--- config.mk ---
export PLATFORM = sky130hd
export DESIGN_NAME = tlcd_fifo
export DESIGN_NICKNAME = d
export VERILOG_FILES = /design/src/rtl/tlcd_fifo.sv
export SDC_FILE = /design/constraint.sdc
export NUM_CORES = 1
export LEC_CHECK = 0
export ABC_AREA = 1
export BUFFER_PORTS_ARGS = -buffer_cell sky130_fd_sc_hd__buf_2
export CAP_MARGIN = 10
export CORE_MARGIN = 2
export CORE_UTILIZATION = 35
export CTS_CLUSTER_DIAMETER = 120
export DETAILED_ROUTE_END_ITERATION = 12
export PLACE_DENSITY = 0.65
export REMOVE_ABC_BUFFERS = 1
export SLEW_MARGIN = 0
export SYNTH_ARGS = -nofsm -noshare
export SYNTH_HDL_FRONTEND = slang
export SYNTH_SLANG_ARGS = --single-unit
--- constraint.sdc ---
create_clock -name clk -period 1.5 [get_ports clk]
set_input_delay 0.3 -clock clk [delete_from_list [all_inputs] [get_ports clk]]
set_output_delay 0.3 -clock clk [all_outputs]
set_load 0.03 [all_outputs]
--- src/rtl/tlcd_fifo.sv ---
// ----------------------------------------------------------------------------
// tlcd_fifo: small first-in first-out queue
// register array with read and write pointers and an occupancy count
// ----------------------------------------------------------------------------
`default_nettype none

module tlcd_fifo #(
	parameter int WIDTH = 8,
	parameter int DEPTH = 4
) (
	input  wire logic             clk,
	input  wire logic             arst_n,
	input  wire logic             wr_en,
	input  wire logic [WIDTH-1:0] wr_data,
	input  wire logic             rd_en,
	output logic      [WIDTH-1:0] rd_data,
	output logic                  full,
	output logic                  empty
);

	localparam int PTR_W = (DEPTH > 1) ? $clog2(DEPTH) : 1;
	localparam int CNT_W = $clog2(DEPTH + 1);
	localparam logic [PTR_W-1:0] LAST_PTR = PTR_W'(DEPTH - 1);
	localparam logic [CNT_W-1:0] FULL_CNT = CNT_W'(DEPTH);

	logic [WIDTH-1:0] mem_q [DEPTH];
	logic [PTR_W-1:0] wr_ptr_q;
	logic [PTR_W-1:0] rd_ptr_q;
	logic [CNT_W-1:0] count_q;
	logic             do_wr;
	logic             do_rd;

	// status
	assign full    = (count_q == FULL_CNT);
	assign empty   = (count_q == CNT_W'(0));
	assign do_wr   = wr_en & ~full;
	assign do_rd   = rd_en & ~empty;
	assign rd_data = mem_q[rd_ptr_q];

	// storage
	always_ff @(posedge clk) begin
		if (do_wr)
			mem_q[wr_ptr_q] <= wr_data;
	end

	// pointers and count
	always_ff @(posedge clk or negedge arst_n) begin
		if (!arst_n) begin
			wr_ptr_q <= '0;
			rd_ptr_q <= '0;
			count_q  <= '0;
		end else begin
			if (do_wr)
				wr_ptr_q <= (wr_ptr_q == LAST_PTR) ? '0 : wr_ptr_q + PTR_W'(1);
			if (do_rd)
				rd_ptr_q <= (rd_ptr_q == LAST_PTR) ? '0 : rd_ptr_q + PTR_W'(1);
			unique case ({do_wr, do_rd})
				2'b10:   count_q <= count_q + CNT_W'(1);
				2'b01:   count_q <= count_q - CNT_W'(1);
				default: count_q <= count_q;
			endcase
		end
	end

endmodule

`default_nettype wire

==> flow_summary.yaml, run 1 <==
status:
  outcome: "finished, violations left"
  violations: "setup timing"
yosys:
  synth.yosys.seq_area_share_pct: 64.0
  netlist_area_um2: 1770
  synthTopCellsByArea: "edfxtp_1, dfrtp_1, nand2_1"
  synth_top_cell_area_share_pct: 54.2
  synth_top_area_cell: "edfxtp_1"
  ys_ff_latch: 39
  post_synth_num_cell_types: 16
  syn_area_per_cell_um2: 11.5
  syn-instance-count: 154
  yosys_warnings: 0
sta:
  max_freq_mhz: 614
  setup_viol: 12
  rsz0062_at_grt: "yes"
  period_share_pct: 109
  finalHoldWorstSlack_ns: 0.231
  slew_headroom_pct: 88.8
  tightest_slew_ns: 0.167
  timing.final.crit_period_ns: 1.63
  tns_ns: -0.589
  finalHoldViolations: 0
  fin_ws_ns: -0.128
  slew_violations: 0
  fin_skew_ns: 0.00272
place:
  gp_congestion: 0.745
  port_buffers: 21
  preCtsSetupSlack_ns: -0.192
  placed_cells_incl_taps: 252
  place_hpwl_mm: 2.04
  placed_area_um2: 2020
floorplan:
  dieHeight_um: 75.2
  start_util_pct: 36.8
  dieArea_um2: 5650
  die_w_um: 75.2
  io_pins: 22
  rows: 25
  core_area_um2: 4820
setup_path:
  critPathRequiredTime_ns: 1.67
  cp_cell_sequence: "inv_2, nand3_4, nand2_4, ha_4, inv_4, fa_2, nand2_2, nand3_2, nand2_1, nand2_1"
  slowest_delay_ns: 0.41
  setup.worst_path.end: "count_q[2]"
  r2r-end: "count_q[2]"
  crit_path_end_kind: "flip-flop"
  worst-path-stages: 10
  worst-r2r-setup-slack_ns: -0.13
  critPathBufInv: 2
  cp_common_cell: "nand2_1"
  crit_path_top_delay_cell: "dfrtp_1"
  worstSetupPathType: "flip-flop to flip-flop"
  startpoint: "count_q[1]"
  startpoint_type: "flip-flop"
  worstPathArrival_ns: 1.80
  cp_max_fo: 3
  ff2ff_path_depth: 10
  cpLargestDelayFamily: "adder cells"
  rr_startpoint: "count_q[1]"
grt:
  grt_max_degree: 18
  track_usage_pct: 12.0
  grt_pass1_wl_mm: 4.80
  grt_pass1_vias: 1107
  antenna_found_initial: 0
  overflow: 0
detailed_routing:
  drc: 0
  vias_per_cell: 4.36
  route.detailed.wl_per_inst_um: 11.5
  first_pass_iters: 4
  drt_first_iter_violations: 56
  detail-route-antenna-nets: 0
  vias: 1181
  drt_wl_total_mm: 3.12
finish:
  num_antenna_cells: 0
  fillers: 438
  postLayoutCellArea_um2: 2320
  syn_to_final_growth_pct: 30.5
  drive_gt1_share_pct: 35.3
  multi_input_area_um2: 512
  seqCellArea_um2: 1140
  post-route-util_pct: 48.1
  layout.cells.non_filler: 271
  nets: 222
cts:
  cts_root_buffer: "clkbuf_8"
  clock_sinks: 39
  clk_path_buf_depth: 2
  numCtsBuffers: 5
  htree_levels: 2
  cts_tree: "built"
  clkTransAtPathRegs_ns: 0.07
  clkLatencyLatePin_ns: 0.28
pwr:
  power_leakage_nw: 1.02
  powerDensity_nw_per_um2: 2050
  vdd_drop_max_mv: 0.778
  total_power_mw: 4.75
worst_hold_path:
  min_path_type: "input pin to flip-flop"
flow_run:
  cap_violations: 0
cell usage in the layout, fill, tap and decap left out, types with 2 or more instances in the layout:
cell,count
buf_2,11
clkbuf_1,2
inv_1,23
o211ai_1,15
buf_4,21
dfrtp_1,7
ha_1,5
inv_2,8
buf_6,14
nand2_4,2
nand2_1,34
clkbuf_8,5
nor2_1,6
nand2_2,3
nand3_1,4
nand3_4,2
edfxtp_1,32
worst reg2reg max path, cell delays in order, from the launching register on:
cell,delay [ns]
dfrtp_1,0.41
inv_2,0.13
nand3_4,0.11
nand2_4,0.09
ha_4,0.14
inv_4,0.04
fa_2,0.35
nand2_2,0.10
nand3_2,0.05
nand2_1,0.05
nand2_1,0.06
cells by family after synthesis:
family	share of synthesized area (%)
and+or+nand+nor	12.8
DFF	64.0
buffers and inverters	9.94
adders and majority gates	5.36
xor gates and xnor gates	0.494
AOI/OAI and AO/OA	7.33
registers in the layout (all words and copies together), names as in the netlist:
register / flops
wr_ptr_q: 2
count_q: 3
rd_ptr_q: 2
mem_q: 32
report_power, final:
part / switching (mW) / internal (mW)
clock: 0.317 / 0.325
sequential: 0.114 / 1.46
combinational: 1.42 / 1.12
total: 1.85 / 2.90
metal layers:
metal  GRT usage (%)  wire length (µm)
met3            3.75                84
met2            21.7              1670
met1            12.5              1270
met5               0                 0
met4            6.04                89
worst min path at each step:
| stage | start | endpoint | slack, ns | cells after the start |
|---|---|---|---|---|
| CTS | wr_data[6] | mem_q[2][6] | 0.22 | 1 |
| detailed placement | arst_n | count_q[0] | 0.15 | 1 |
| global placement | arst_n | count_q[0] | 0.15 | 1 |
| global route | wr_data[6] | mem_q[3][6] | 0.22 | 1 |
| finish | wr_data[1] | mem_q[2][1] | 0.23 | 1 |
| floorplan | arst_n | count_q[0] | 0.004 | 0 |
cell type report:
class | count | share of cell area, %
flip-flops and latches | 39 | 49.1
multi-input cells | 78 | 22.1
repair buffers | 47 | 16.4
inverters | 32 | 5.29
well taps | 67 | 3.62
clock buffers | 7 | 3.30
clock inverters | 1 | 0.216
synth_stat cells:
master / count
o211ai_2: 1
o211ai_1: 15
inv_1: 32
buf_6: 5
dfrtp_1: 7
nor2_1: 6
fa_1: 1
nand2_1: 38
xnor2_1: 1
nand4_1: 1
edfxtp_1: 32
ha_1: 6
o21ai_0: 1
nand2_4: 1
nand3_1: 5
nand3_2: 2
repair_timing:
action                                  4_1_cts  5_1_grt
buffers inserted                              7        4
hold buffers                                  1        0
endpoints found under the setup margin       12       14
resized for setup                            36       10
hold endpoints to repair                      7        0
pin swaps                                     5       17
Note: power is estimated with default switching activity, not from simulation.
==> run 2, diff against run 1 <==
Settings changed: CELL_PAD_IN_SITES_DETAIL_PLACEMENT from default to 0, CELL_PAD_IN_SITES_GLOBAL_PLACEMENT from default to 1, PLACE_DENSITY 0.65 to 0.75, SKIP_LAST_GASP from default to 1.
==> run 2 against run 1 <==
Net effect:
- the flow still finishes with violations (setup timing)
- global-route usage rose by 0.099 points
- highest routed layer unchanged
- sequential power hardly changed
- combinational power down 7%
- non-clock buffer count unchanged
- via count decreased by 2.5%
- die area unchanged
- wire length rose by 1.4%
- first-iteration DRC count decreased by 39%
- sequential cell count did not move
- design area fell by 0.97%
- register-to-register slack better by 0.06 ns
- total power up 0.29%
==> flow_summary.yaml, run 2 (synthesis gave the netlist of run 1 again) <==
flow_run:
  cap_violations: 0
finish:
  syn_to_final_growth_pct: 29.3
  nets: 222
  drive_gt1_share_pct: 33.3
  num_antenna_cells: 0
  reg_top3: "mem_q: 32 flops, count_q: 3 flops"
  postLayoutCellArea_um2: 2290
  top_register: "mem_q"
  layout_common_cells: "nand2_1, edfxtp_1, buf_4"
  post-route-util_pct: 47.6
  final_common_cell: "nand2_1"
  largest_reg_flops: 32
  fillers: 466
cts:
  clk_path_buf_depth: 2
  cts_root_buffer: "clkbuf_8"
  htree_levels: 2
  clkTransAtPathRegs_ns: 0.07
  cts_tree: "built"
  numCtsBuffers: 5
  clkLatencyLatePin_ns: 0.28
  clock_sinks: 39
pwr:
  internal-power_mw: 2.98
  switching_power_mw: 1.79
  vdd_drop_max_mv: 0.818
  p_comb_share_pct: 49.6
  swShare_pct: 37.5
  clock_power_share_pct: 17.4
  powerDensity_nw_per_um2: 2080
  power_leakage_nw: 1.03
  seqPwrFrac_pct: 33.0
setup_path:
  cp_max_fo: 32
  critPathRequiredTime_ns: 1.20
  worstPathArrival_ns: 1.32
  ff2ff_path_depth: 8
  worst-r2r-setup-slack_ns: -0.07
  slowest_delay_ns: 0.41
  cp_cell_sequence: "buf_12, o211ai_1, nand2_1, buf_4"
  rr_startpoint: "count_q[1]"
  r2r-end: "count_q[1]"
  crit_path_top_delay_cell: "dfrtp_1"
  worstSetupPathType: "flip-flop to output port"
  startpoint_type: "flip-flop"
  crit_path_end_kind: "output port"
grt:
  overflow: 0
  track_usage_pct: 12.1
  grt_pass1_vias: 1086
  antenna_found_initial: 0
  grt_pass1_wl_mm: 4.92
  grt_max_degree: 33
place:
  gp_congestion: 0.697
  placed_area_um2: 2050
  port_buffers: 21
  place_hpwl_mm: 2.09
sta:
  fin_ws_ns: -0.120
  tns_ns: -0.769
  slew_violations: 0
  finalHoldWorstSlack_ns: 0.237
  max_freq_mhz: 617
  slew_headroom_pct: 87.4
  finalHoldViolations: 0
  period_share_pct: 108
  fin_skew_ns: 0.00437
  setup_viol: 10
  tightest_slew_ns: 0.188
  timing.final.crit_period_ns: 1.62
  rsz0062_at_grt: "yes"
detailed_routing:
  vias: 1151
  vias_per_cell: 4.25
  route.detailed.wl_per_inst_um: 11.7
  first_pass_iters: 4
  drt_wl_total_mm: 3.17
  detail-route-antenna-nets: 0
  drt_first_iter_violations: 34
  drc: 0
worst_hold_path:
  hp-start: "wr_data[3]"
  min_path_type: "input pin to flip-flop"
  min_to: "mem_q[3][3]"
  min_path_cells: 1
floorplan:
  start_util_pct: 36.8
  dieHeight_um: 75.2
  die_w_um: 75.2
  io_pins: 22
  rows: 25
  core_area_um2: 4820
  dieArea_um2: 5650
status:
  violations: "setup timing"
  outcome: "finished, violations left"
[run 2: how the worst max path moves through the flow]
| stage | startpoint | end | slack (ns) | cells after the start |
|---|---|---|---|---|
| after floorplan | count_q[0] | count_q[2] | -0.16 | 10 |
| after global placement | count_q[1] | count_q[2] | -0.13 | 10 |
| after detailed placement | count_q[1] | count_q[2] | -0.18 | 10 |
| after CTS | rd_ptr_q[0] | rd_data[2] | -0.13 | 4 |
| after global routing | rd_ptr_q[0] | rd_data[3] | -0.19 | 4 |
| final | rd_ptr_q[0] | rd_data[2] | -0.12 | 4 |
[run 2: stage by stage]
stage	power [mW]	worst slack, ns	instances
floorplan	2.84	-0.164	149
global placement	3.57	-0.127	255
detailed placement	3.60	-0.181	255
CTS	4.79	-0.129	269
global route	5.11	-0.190	271
finish	4.77	-0.120	271
[run 2: area by class of cell]
| class | instances | area, µm² | area share [%] |
|---|---|---|---|
| clock buffer | 5 | 68.8 | 3.00 |
| inverter | 32 | 120 | 5.24 |
| clock inverter | 3 | 38.8 | 1.69 |
| sequential | 39 | 1140 | 49.5 |
| timing repair buffer | 47 | 359 | 15.7 |
| tap | 67 | 83.8 | 3.66 |
| multi-input combinational | 78 | 487 | 21.2 |
[run 2: timing repair]
action / 4_1_cts / 5_1_grt
hold buffers: 1 / 0
resized for setup: 27 / 2
endpoints found under the setup margin: 12 / 12
hold endpoints to repair: 7 / 0
pin swaps: 3 / 5
buffers inserted: 5 / 2
[run 2: power by group through the flow]
stage | sequential, mW | combinational [mW] | clock [mW]
final | 1.57 | 2.36 | 0.831
after global routing | 1.59 | 2.61 | 0.909
after CTS | 1.57 | 2.36 | 0.864
after detailed placement | 1.59 | 2.01 | 0
after global placement | 1.58 | 1.99 | 0
after floorplan | 1.67 | 1.17 | 0
[run 2: worst max-delay path: cells and delay by family, from the launching register on]
kind,cells,cell delay [ns]
AOI/OAI and AO/OA,1,0.19
and+or+nand+nor,1,0.08
DFF,1,0.41
buffers and inverters,2,0.34
[run 2: layer usage]
layer / routed length [µm] / GRT usage [%] / part of all wire [%]
met4: 33 / 2.92 / 1.0
met3: 117 / 4.02 / 3.7
met1: 1380 / 14.1 / 44
met2: 1630 / 21.6 / 52
met5: 0 / 0 / 0
