==> src/rtl/tlcd_pkg.sv <==
// ----------------------------------------------------------------------------
// tlcd_pkg: shared types and constants for the text lcd byte formatter
// request codes, queued operation and output word formats, font and gauge tables
// ----------------------------------------------------------------------------
`default_nettype none

package tlcd_pkg;

	// request codes on the cmd port
	localparam logic [2:0] CMD_CHAR     = 3'd0;
	localparam logic [2:0] CMD_POS      = 3'd1;
	localparam logic [2:0] CMD_GAUGE    = 3'd2;
	localparam logic [2:0] CMD_RAW_CMD  = 3'd3;
	localparam logic [2:0] CMD_RAW_DATA = 3'd4;

	// character range covered by the font
	localparam logic [7:0] FIRST_CHAR = 8'd32;
	localparam logic [7:0] LAST_CHAR  = 8'd122;

	// position command bytes
	localparam logic [7:0] COL_FLAG = 8'h80;
	localparam logic [7:0] ROW_FLAG = 8'h40;
	localparam int         ROW_W    = 3;

	// battery gauge
	localparam logic [7:0] GAUGE_COL  = 8'd71;
	localparam logic [7:0] GAUGE_FULL = 8'd12;
	localparam logic [7:0] GAUGE_FILL = 8'hFE;
	localparam logic [7:0] GAUGE_CAP  = 8'h38;
	localparam logic [7:0] GAUGE_EDGE = 8'hFE;
	localparam logic [7:0] GAUGE_SIDE = 8'h82;
	localparam int         GAUGE_LEN  = 13;

	// byte sequencer steps
	localparam int             STEP_W           = 4;
	localparam logic [STEP_W-1:0] GLYPH_COLS    = STEP_W'(5);
	localparam logic [STEP_W-1:0] CHAR_LAST     = STEP_W'(5);
	localparam logic [STEP_W-1:0] POS_LAST      = STEP_W'(1);
	localparam logic [STEP_W-1:0] GAUGE_FIRST   = STEP_W'(2);
	localparam logic [STEP_W-1:0] GAUGE_LAST    = STEP_W'(2 + GAUGE_LEN - 1);

	// classified operation kinds
	typedef enum logic [2:0] {
		OP_CHAR,
		OP_POS,
		OP_GAUGE,
		OP_RAW_CMD,
		OP_RAW_DATA
	} op_kind_t;

	// queued operation: arg is glyph index, column, gauge threshold or raw byte
	typedef struct packed {
		op_kind_t         kind;
		logic [7:0]       arg;
		logic [ROW_W-1:0] row;
	} op_t;

	// one output word
	typedef struct packed {
		logic       is_data;
		logic [7:0] data;
		logic       last;
	} out_word_t;

	// gauge outline column
	function automatic logic [7:0] gauge_outline(input logic [STEP_W-1:0] col);
		logic [7:0] b;
		begin
			if (col == STEP_W'(0))
				b = GAUGE_CAP;
			else if (col == STEP_W'(1) || col == STEP_W'(GAUGE_LEN - 1))
				b = GAUGE_EDGE;
			else
				b = GAUGE_SIDE;
			return b;
		end
	endfunction

	// 5x7 font, column 0 in bits 39:32
	function automatic logic [39:0] font_row(input logic [6:0] idx);
		logic [39:0] r;
		begin
			unique case (idx)
				7'd0:  r = 40'h0000000000;
				7'd1:  r = 40'h00002f0000;
				7'd2:  r = 40'h0007000700;
				7'd3:  r = 40'h147f147f14;
				7'd4:  r = 40'h242a7f2a12;
				7'd5:  r = 40'h2313086462;
				7'd6:  r = 40'h3649552250;
				7'd7:  r = 40'h0005030000;
				7'd8:  r = 40'h001c224100;
				7'd9:  r = 40'h0041221c00;
				7'd10: r = 40'h14083e0814;
				7'd11: r = 40'h08083e0808;
				7'd12: r = 40'h0000503000;
				7'd13: r = 40'h1010101010;
				7'd14: r = 40'h0060600000;
				7'd15: r = 40'h2010080402;
				7'd16: r = 40'h3e5149453e;
				7'd17: r = 40'h00427f4000;
				7'd18: r = 40'h4261514946;
				7'd19: r = 40'h2141454b31;
				7'd20: r = 40'h1814127f10;
				7'd21: r = 40'h2745454539;
				7'd22: r = 40'h3c4a494930;
				7'd23: r = 40'h0171090503;
				7'd24: r = 40'h3649494936;
				7'd25: r = 40'h064949291e;
				7'd26: r = 40'h0036360000;
				7'd27: r = 40'h0056360000;
				7'd28: r = 40'h0814224100;
				7'd29: r = 40'h1414141414;
				7'd30: r = 40'h0041221408;
				7'd31: r = 40'h0201510906;
				7'd32: r = 40'h324959513e;
				7'd33: r = 40'h7e1111117e;
				7'd34: r = 40'h7f49494936;
				7'd35: r = 40'h3e41414122;
				7'd36: r = 40'h7f4141221c;
				7'd37: r = 40'h7f49494941;
				7'd38: r = 40'h7f09090901;
				7'd39: r = 40'h3e4149497a;
				7'd40: r = 40'h7f0808087f;
				7'd41: r = 40'h00417f4100;
				7'd42: r = 40'h2040413f01;
				7'd43: r = 40'h7f08142241;
				7'd44: r = 40'h7f40404040;
				7'd45: r = 40'h7f020c027f;
				7'd46: r = 40'h7f0408107f;
				7'd47: r = 40'h3e4141413e;
				7'd48: r = 40'h7f09090906;
				7'd49: r = 40'h3e4151215e;
				7'd50: r = 40'h7f09192946;
				7'd51: r = 40'h4649494931;
				7'd52: r = 40'h01017f0101;
				7'd53: r = 40'h3f4040403f;
				7'd54: r = 40'h1f2040201f;
				7'd55: r = 40'h3f4038403f;
				7'd56: r = 40'h6314081463;
				7'd57: r = 40'h0708700807;
				7'd58: r = 40'h6151494543;
				7'd59: r = 40'h007f414100;
				7'd60: r = 40'h552a552a55;
				7'd61: r = 40'h0041417f00;
				7'd62: r = 40'h0402010204;
				7'd63: r = 40'h4040404040;
				7'd64: r = 40'h0001020400;
				7'd65: r = 40'h2054545478;
				7'd66: r = 40'h7f48444438;
				7'd67: r = 40'h3844444420;
				7'd68: r = 40'h384444487f;
				7'd69: r = 40'h3854545418;
				7'd70: r = 40'h087e090102;
				7'd71: r = 40'h0c5252523e;
				7'd72: r = 40'h7f08040478;
				7'd73: r = 40'h00447d4000;
				7'd74: r = 40'h2040443d00;
				7'd75: r = 40'h7f10284400;
				7'd76: r = 40'h00417f4000;
				7'd77: r = 40'h7c04180478;
				7'd78: r = 40'h7c08040478;
				7'd79: r = 40'h3844444438;
				7'd80: r = 40'h7c14141408;
				7'd81: r = 40'h081414187c;
				7'd82: r = 40'h7c08040408;
				7'd83: r = 40'h4854545420;
				7'd84: r = 40'h043f444020;
				7'd85: r = 40'h3c4040207c;
				7'd86: r = 40'h1c2040201c;
				7'd87: r = 40'h3c4030403c;
				7'd88: r = 40'h4428102844;
				7'd89: r = 40'h0c5050503c;
				7'd90: r = 40'h4464544c44;
				default: r = 40'h0000000000;
			endcase
			return r;
		end
	endfunction

endpackage

`default_nettype wire

==> src/rtl/tlcd_front.sv <==
// ----------------------------------------------------------------------------
// tlcd_front: request classifier
// decodes a request into a queued operation and drops requests that give nothing
// ----------------------------------------------------------------------------
`default_nettype none

module tlcd_front (
	input  wire logic [2:0] cmd,
	input  wire logic [7:0] value,
	input  wire logic [7:0] row,
	output tlcd_pkg::op_t   op,
	output logic            keep
);

	// decode request
	always_comb begin
		op.kind = tlcd_pkg::OP_RAW_CMD;
		op.arg  = value;
		op.row  = row[tlcd_pkg::ROW_W-1:0];
		keep    = 1'b0;
		unique case (cmd)
			tlcd_pkg::CMD_CHAR: begin
				op.kind = tlcd_pkg::OP_CHAR;
				op.arg  = value - tlcd_pkg::FIRST_CHAR;
				keep    = (value >= tlcd_pkg::FIRST_CHAR) && (value <= tlcd_pkg::LAST_CHAR);
			end
			tlcd_pkg::CMD_POS: begin
				op.kind = tlcd_pkg::OP_POS;
				keep    = 1'b1;
			end
			tlcd_pkg::CMD_GAUGE: begin
				// threshold column, wraps for levels above full
				op.kind = tlcd_pkg::OP_GAUGE;
				op.arg  = tlcd_pkg::GAUGE_FULL - value;
				keep    = 1'b1;
			end
			tlcd_pkg::CMD_RAW_CMD: begin
				op.kind = tlcd_pkg::OP_RAW_CMD;
				keep    = 1'b1;
			end
			tlcd_pkg::CMD_RAW_DATA: begin
				op.kind = tlcd_pkg::OP_RAW_DATA;
				keep    = 1'b1;
			end
			default: begin
				keep = 1'b0;
			end
		endcase
	end

endmodule

`default_nettype wire

==> config.mk <==
export PLATFORM = sky130hd
export DESIGN_NAME = tlcd_front
export DESIGN_NICKNAME = d
export VERILOG_FILES = /design/src/rtl/tlcd_pkg.sv /design/src/rtl/tlcd_front.sv
export SDC_FILE = /design/constraint.sdc
export NUM_CORES = 1
export LEC_CHECK = 0
export ABC_AREA = 1
export ABC_CLOCK_PERIOD_IN_PS = 4500
export BUFFER_PORTS_ARGS = -buffer_cell sky130_fd_sc_hd__clkbuf_2
export CORE_AREA = 2 2 39 41
export DETAILED_ROUTE_END_ITERATION = 10
export DIE_AREA = 0 0 41 43
export PLACE_DENSITY = 0.71
export SLEW_MARGIN = 20
export SYNTH_ARGS = -nofsm -noshare
export SYNTH_HDL_FRONTEND = slang
export SYNTH_SLANG_ARGS = --single-unit
export TNS_END_PERCENT = 5
==> constraint.sdc <==
create_clock -name vclk -period 4.5
set_input_delay 1.35 -clock vclk [all_inputs]
set_output_delay 1.35 -clock vclk [all_outputs]
set_load 0.1 [all_outputs]
==> flow_summary.ini, run 1 <==
[synthesis]
netlist_top_cells_area = nand2_1 18%, ha_1 13%, nand3_1 12%
synthCells = 84
synth_most_common_cell = nand2_1
synth.yosys.seq_area_share_pct = 0
yosysTopAreaCellShare_pct = 17.51
synth_top_area_cell = nand2_1
synthesis.area_um2 = 471.7
yosysUniqueCellTypes = 20
yosysWarnings = 0
synth_fp_nets = 108
yosys-top-cells-count = 22 x nand2_1, 11 x nand3_1, 9 x inv_1
avgSynthCellArea_um2 = 5.616

[drt]
drt_pass1_iterations = 4
drt_first_iter_violations = 5
drc = 0
ant_nets = 0
via_per_inst = 4.475
route.detailed.wl_per_inst_um = 8.331
drt-total-wl_um = 983
via_count = 528

[timing]
fin_ws_ns = 0.5071
hold_ws_ns = 2.701
finalSetupViolCount = 0
fmax_mhz = 250.4
worst_pin_slew_ns = 0.5443
hold_viol = 0
min_period_ns = 3.993
report.final.slew_viol_count = 0
rsz0062_at_grt = no
relSlewSlack_pct = 63.87
period_share_pct = 88.73

[hold_path]
hp-class = input pin to output port

[die]
start_util_pct = 34.09
core_um2 = 1384
die_h_um = 43
io_pins = 34
die_area_um2 = 1763
fp-row-count = 14
fp.dieW_um = 41

[worst_setup_path]
setup.worst_path.start_class = input pin
cp-end-kind = output port
worst_ep_arrival_time_ns = 2.64
cp_max_fo = 4
critPathKind = input pin to output port
cp.required_ns = 3.15

[place]
port_buffers = 23
post-place-ws_ns = 0.4968
place_congestion = 0.7738
hpwl_um = 871.7

[finish]
seq_cells = 0
nets = 128
diodes = 0
drive_gt1_share_pct = 38.24
seq_area_um2 = 0
clkbuf_count = 0
area_delta_synth_final_pct = 20.69

[power]
pwr_density_cell_nw_per_um2 = 186.7
peakVddDrop_v = 0.00008580
leakage_nw = 0.3490

[clocking]
cts_setup_buffers = 0
cts_resized = 0
cts_hold_buf = 0

[run_status]
outcome = finished, final reports clean

[global_routing]
gr-usage-all-layers_pct = 12.19
grt.overflow.total = 0
grt_max_degree = 9
grt_pass1_vias = 414
antenna_found_initial = 0
grt_pass1_wl_mm = 1.607

[job]
drv_cap = 0
## worst paths after layout
kind | startpoint | to | slack (ns) | cells after the start
max | value[0] | op[9] | 0.51 | 9
min | row[1] | op[1] | 2.70 | 0
## logic make-up after synthesis
| kind of cell | after synthesis | synth area share (%) |
|---|---|---|
| AND/OR/NAND/NOR | 49 | 53.58 |
| buffers and inverters | 21 | 20.69 |
| AO/OA/AOI/OAI | 6 | 6.896 |
| XOR/XNOR | 3 | 5.571 |
| adder cells (fa/ha/maj) | 5 | 13.26 |
## layout make-up
cell class,instances,area [µm²]
inverter,16,60.06
timing repair buffer,23,115.1
multi-input combinational,63,374.1
fill,155,814.5
tap,16,20.02
## layer usage
metal | vias to the layer above | share of wire, % | GRT usage [%]
li1 | 292 | - | -
met1 | 230 | 45 | 17.41
met2 | 6 | 53 | 20.94
met3 | 0 | 2.2 | 0
met4 | 0 | 0 | 0
met5 | - | 0 | 0
## critical path: stages
cell and delay [ns]:
clkbuf_2 0.12, inv_2 0.05, ha_1 0.21, nor2_2 0.15, nand2_1 0.08, nand3_1 0.07, nand3_1 0.09, nand3_2 0.06
clkbuf_2 0.44
## where the power goes
| part | internal [mW] | leakage (nW) | switching (mW) |
|---|---|---|---|
| sequential | 0 | 0 | 0 |
| combinational | 0.0193 | 0.349 | 0.0870 |
| clock | 0 | 0 | 0 |
| total | 0.0193 | 0.349 | 0.0870 |
## cells in the final DEF (no fill, tap or decap)
| cell | synthesis | layout |
|---|---|---|
| a211oi_1 | 1 | 1 |
| a21oi_1 | 1 | 1 |
| clkbuf_2 | 0 | 23 |
| ha_1 | 5 | 5 |
| inv_1 | 9 | 9 |
| inv_2 | 7 | 7 |
| nand2_1 | 22 | 22 |
| nand2_2 | 1 | 1 |
| nand2_4 | 1 | 1 |
| nand3_1 | 11 | 11 |
| nand3_2 | 3 | 3 |
| nor2_1 | 6 | 6 |
| nor2_2 | 3 | 3 |
| nor2_8 | 1 | 1 |
| o21ai_0 | 2 | 1 |
| o21ai_1 | 2 | 3 |
| or2_1 | 1 | 1 |
| xor2_1 | 3 | 3 |
## metrics by stage
step	area, µm²	util [%]	TNS (ns)	std cells	total power, mW
3_5_place_dp	569.3	41.14	0	118	0.1067
3_3_place_gp	569.3	41.14	0	118	0.1060
5_1_grt	569.3	41.14	0	118	0.1129
6_report	569.3	41.14	0	118	0.1063
2_1_floorplan	471.7	-	-0.4377	84	0.1009
4_1_cts	569.3	41.14	0	118	0.1068
Note: power is estimated with default switching activity, not from simulation.
==> run 2: changes to the inputs <==
--- a/config.mk
+++ b/config.mk
@@ -5,13 +5,11 @@
 export SDC_FILE = /design/constraint.sdc
 export NUM_CORES = 1
 export LEC_CHECK = 0
-export ABC_AREA = 1
 export ABC_CLOCK_PERIOD_IN_PS = 4500
 export BUFFER_PORTS_ARGS = -buffer_cell sky130_fd_sc_hd__clkbuf_2
 export CORE_AREA = 2 2 39 41
 export DETAILED_ROUTE_END_ITERATION = 10
 export DIE_AREA = 0 0 41 43
-export PLACE_DENSITY = 0.71
 export SLEW_MARGIN = 20
 export SYNTH_ARGS = -nofsm -noshare
 export SYNTH_HDL_FRONTEND = slang
==> run 2 against run 1 <==
Effect of this change: sequential share of layout area unchanged; critical path depth decreased by 1; combinational power decreased by 7%; die area unchanged; largest power group unchanged; highest routed layer unchanged.
==> flow_summary.ini, run 2 <==
[global_routing]
grt_max_degree = 15
grt_pass1_wl_mm = 1.442
gr-usage-all-layers_pct = 10.79
grt_pass1_vias = 334
grt.overflow.total = 0
antenna_found_initial = 0

[synthesis]
yosys-top-cells-count = 7 x inv_1, 5 x ha_1, 4 x clkbuf_1
synth.yosys.seq_area_share_pct = 0
yosysUniqueCellTypes = 26
synth_top_area_cell = ha_1
netlist_top_cells_area = ha_1 17%, inv_1 7.1%, xnor2_1 7.1%
synthCells = 54
yosysWarnings = 0
synth_fp_nets = 78
synthesis.area_um2 = 370.4
yosysTopAreaCellShare_pct = 16.89
avgSynthCellArea_um2 = 6.858
synth_most_common_cell = inv_1

[power]
peakVddDrop_v = 0.00007101
leakage_nw = 0.2673
total_power_mw = 0.09898
pwr_density_cell_nw_per_um2 = 209.3

[place]
placed_cells = 86
port_buffers = 23
place_congestion = 0.7619
hpwl_um = 734.1
post-place-ws_ns = 0.1774

[hold_path]
whs_path_depth = 0
hp-class = input pin to output port
hold_path_startpoint = row[1]
hold_end = op[1]

[die]
start_util_pct = 26.76
fp.dieW_um = 41
core_um2 = 1384
io_pins = 34
die_area_um2 = 1763
die_h_um = 43
fp-row-count = 14

[worst_setup_path]
cp-end-kind = output port
setup.worst_path.start_class = input pin
worst_ep_arrival_time_ns = 2.96
cp_max_fo = 3
cp.required_ns = 3.15
critPathKind = input pin to output port

[timing]
relSlewSlack_pct = 63.92
fmax_mhz = 231.9
rsz0062_at_grt = no
hold_viol = 0
period_share_pct = 95.82
worst_pin_slew_ns = 0.5436
finalSetupTns_ns = 0
fin_ws_ns = 0.1882
finalSetupViolCount = 0
min_period_ns = 4.312
report.final.slew_viol_count = 0

[clocking]
cts_resized = 0
cts_setup_buffers = 0
cts_hold_buf = 0

[job]
drv_cap = 0

[finish]
diodes = 0
clkbuf_count = 0
fin_util_pct = 34.18
seq_area_um2 = 0
drive_gt1_share_pct = 38.57
final_cell_mix = 23 x clkbuf_2, 7 x inv_1, 5 x ha_1
seq_cells = 0
final_cells = 86
area_delta_synth_final_pct = 27.70
layout_commonest_cell = clkbuf_2
nets = 96

[drt]
drt_first_iter_violations = 2
drt-total-wl_um = 886
via_per_inst = 4.663
route.detailed.wl_per_inst_um = 10.30
ant_nets = 0
drt_pass1_iterations = 2
drc = 0
via_count = 401

[run_status]
outcome = finished, final reports clean
-- run 2: changes by cell type after synthesis, sizes merged, moves of 2 or more --
cell	previous run	this run
nand2	24	3
nand3	14	3
inv	16	7
nor2	10	2
clkbuf	1	4
xnor2	0	3
a21o	0	2
and3	0	2
o22ai	0	2
-- run 2: how the worst max path moves through the flow --
stage               slack [ns]     to  cells after the start  startpoint
finish                    0.19  op[9]                      8    value[0]
global route              0.10  op[9]                      8    value[1]
CTS                       0.18  op[9]                      8    value[0]
detailed placement        0.18  op[9]                      8    value[0]
global placement          0.20  op[9]                      8    value[1]
floorplan                -0.40   keep                      5    value[6]
-- run 2: through the flow --
| step | hold slack [ns] | area (µm²) |
|---|---|---|
| detailed placement | 2.701 | 473.0 |
| floorplan | 2.912 | 375.4 |
| finish | 2.700 | 473.0 |
| global placement | 2.701 | 473.0 |
| CTS | 2.701 | 473.0 |
| global route | 2.700 | 473.0 |
-- run 2: area by class of cell --
class              count  area, µm²
fillers              159      910.9
multi-input cells     40      311.5
well taps             16      20.02
repair buffers        23      115.1
inverters              7      26.28
-- run 2: kinds of logic after synthesis --
kind of cell	share of synthesized area [%]
and+or+nand+nor	25.34
AOI/OAI and AO/OA	25.68
buffers and inverters	17.23
xor gates and xnor gates	11.83
adders and majority gates	16.89
muxes	3.040
-- run 2: report_power, final --
group	switching (mW)	leakage, nW	internal [mW]	total [mW]
Clock	0	0	0	0
Sequential	0	0	0	0
Combinational	0.0802	0.267	0.0188	0.0990
-- run 2: worst max-delay path, stage by stage --
cell	delay (ns)
clkbuf_2	0.10
inv_1	0.07
ha_1	0.20
nand3b_2	0.21
and3_4	0.19
a211o_1	0.28
a22o_1	0.18
clkbuf_2	0.36
-- run 2: routing by layer --
layer / vias to the layer above / part of all wire [%] / global-route usage, % / wire length (µm)
met3: 0 / 7.2 / 0.5236 / 64
met4: 0 / 0 / 0 / 0
met1: 169 / 47 / 17.72 / 416
met2: 14 / 46 / 15.94 / 404
met5: - / 0 / 0 / 0
li1: 218 / - / - / -
==> run 3: changes to the inputs <==
--- a/config.mk
+++ b/config.mk
@@ -7,9 +7,11 @@
 export LEC_CHECK = 0
 export ABC_CLOCK_PERIOD_IN_PS = 4500
 export BUFFER_PORTS_ARGS = -buffer_cell sky130_fd_sc_hd__clkbuf_2
-export CORE_AREA = 2 2 39 41
+export CELL_PAD_IN_SITES_DETAIL_PLACEMENT = 1
+export CELL_PAD_IN_SITES_GLOBAL_PLACEMENT = 2
+export CORE_UTILIZATION = 19
 export DETAILED_ROUTE_END_ITERATION = 10
-export DIE_AREA = 0 0 41 43
+export PLACE_DENSITY_LB_ADDON = 0.1
 export SLEW_MARGIN = 20
 export SYNTH_ARGS = -nofsm -noshare
 export SYNTH_HDL_FRONTEND = slang
==> run 3 against run 2 <==
Effect of this change: sequential share of layout area stayed put; final cell count is 10% higher; worst hold slack unchanged; combinational power up 5%; global-route usage grew 0.091 points; fmax is 3.8% higher; cell area increased by 6.6%; wire length up 20%; count of clock-buffer cells in the layout is the same.
==> flow_summary.ini, run 3 (synthesis results as in run 2) <==
[drt]
dr.max_layer_used = met3
m1WireLength_um = 523
route.met2.wl_um = 493
drc = 0
drt_first_iter_violations = 3
wl_met3_um = 45
drt-total-wl_mm = 1.062
via_count = 425
drt_pass1_iterations = 2
ant_nets = 0
route.detailed.wl_per_inst_um = 11.18
via_per_inst = 4.474

[worst_setup_path]
cp_max_fo = 3
crit_chain = clkbuf_2 -> inv_1 -> ha_1 -> nand3b_2 -> and3_4 -> a211o_1 -> a22o_1 -> buf_12
slowest_delay_ns = 0.28
critPathLaunch = value[0]
cp-end-kind = output port
setup.worst_path.start_class = input pin
worst_ep_arrival_time_ns = 2.80
critical_path.endpoint = op[9]
critPathKind = input pin to output port
cp.required_ns = 3.15
cp_slowest_cell = a211o_1

[timing]
report.final.slew_viol_count = 0
min_period_ns = 4.154
worst_pin_slew_ns = 0.5425
rsz0062_at_grt = no
fmax_mhz = 240.8
hold_ws_ns = 2.700
relSlewSlack_pct = 63.98
period_share_pct = 92.30
hold_viol = 0
finalSetupViolCount = 0

[global_routing]
antenna_found_initial = 0
grt.overflow.total = 0
grt_pass1_vias = 380
gr-usage-all-layers_pct = 10.88
grt_max_degree = 15
grt_pass1_wl_mm = 1.773

[power]
peakVddDrop_v = 0.00007015
leakage_nw = 0.2737
total_power_mw = 0.1037
pwr_density_cell_nw_per_um2 = 205.6

[finish]
fin_area_um2 = 504.2
n_fill_cell = 228
fin_util_pct = 28.28
seq_area_um2 = 0
area_delta_synth_final_pct = 36.15
nets = 96
final_cells = 95
seq_cells = 0
drive_gt1_share_pct = 38.57
final_cell_mix = 20 x clkbuf_2, 7 x inv_1, 5 x ha_1
layout_commonest_cell = clkbuf_2
clkbuf_count = 0
diodes = 0

[job]
drv_cap = 0

[hold_path]
hp-class = input pin to output port

[die]
die_area_um2 = 2130
io_pins = 34
fp.dieW_um = 46.15
die_h_um = 46.15
core_um2 = 1783
fp-row-count = 15
start_util_pct = 20.77

[clocking]
cts_hold_buf = 0
cts_setup_buffers = 0
cts_resized = 0

[place]
placed_area_um2 = 504.2
place_congestion = 0.6698
port_buffers = 23
placed_cells = 95
hpwl_um = 886.8

[run_status]
outcome = finished, final reports clean
## run 3: worst max-delay path, delay by kind of cell
kind | cells | cell delay [ns]
AO/OA/AOI/OAI | 2 | 0.50
AND/OR/NAND/NOR | 2 | 0.42
buffers and inverters | 3 | 0.34
adder cells (fa/ha/maj) | 1 | 0.20
## run 3: through the flow
step	TNS [ns]	worst slack (ns)
3_5_place_dp	0	0.3461
4_1_cts	0	0.3315
2_1_floorplan	-1.568	-0.4046
5_1_grt	0	0.2474
3_3_place_gp	0	0.3285
6_report	0	0.3464
## run 3: area by class of cell
class | count | area, µm² | share of cell area, %
tap | 25 | 31.28 | 6.203
timing repair buffer | 23 | 135.1 | 26.80
multi-input combinational | 40 | 311.5 | 61.79
inverter | 7 | 26.28 | 5.211
## run 3: worst min-delay path by stage
stage	cells past startpoint	slack [ns]	from	end
after detailed placement	0	2.70	row[0]	op[0]
after global placement	0	2.70	row[0]	op[0]
after floorplan	1	2.91	row[0]	op[0]
after CTS	0	2.70	row[0]	op[0]
after global routing	0	2.70	row[2]	op[2]
final	0	2.70	row[2]	op[2]
## run 3: layer usage
metal,vias up,track usage [%]
li1,219,-
met1,193,17.01
met2,13,17.46
met3,0,0
met4,0,0
met5,-,0
## run 3: report_power, final
part	internal, mW	switching (mW)	total, mW
clock network	0	0	0
logic	0.0224	0.0812	0.104
registers	0	0	0
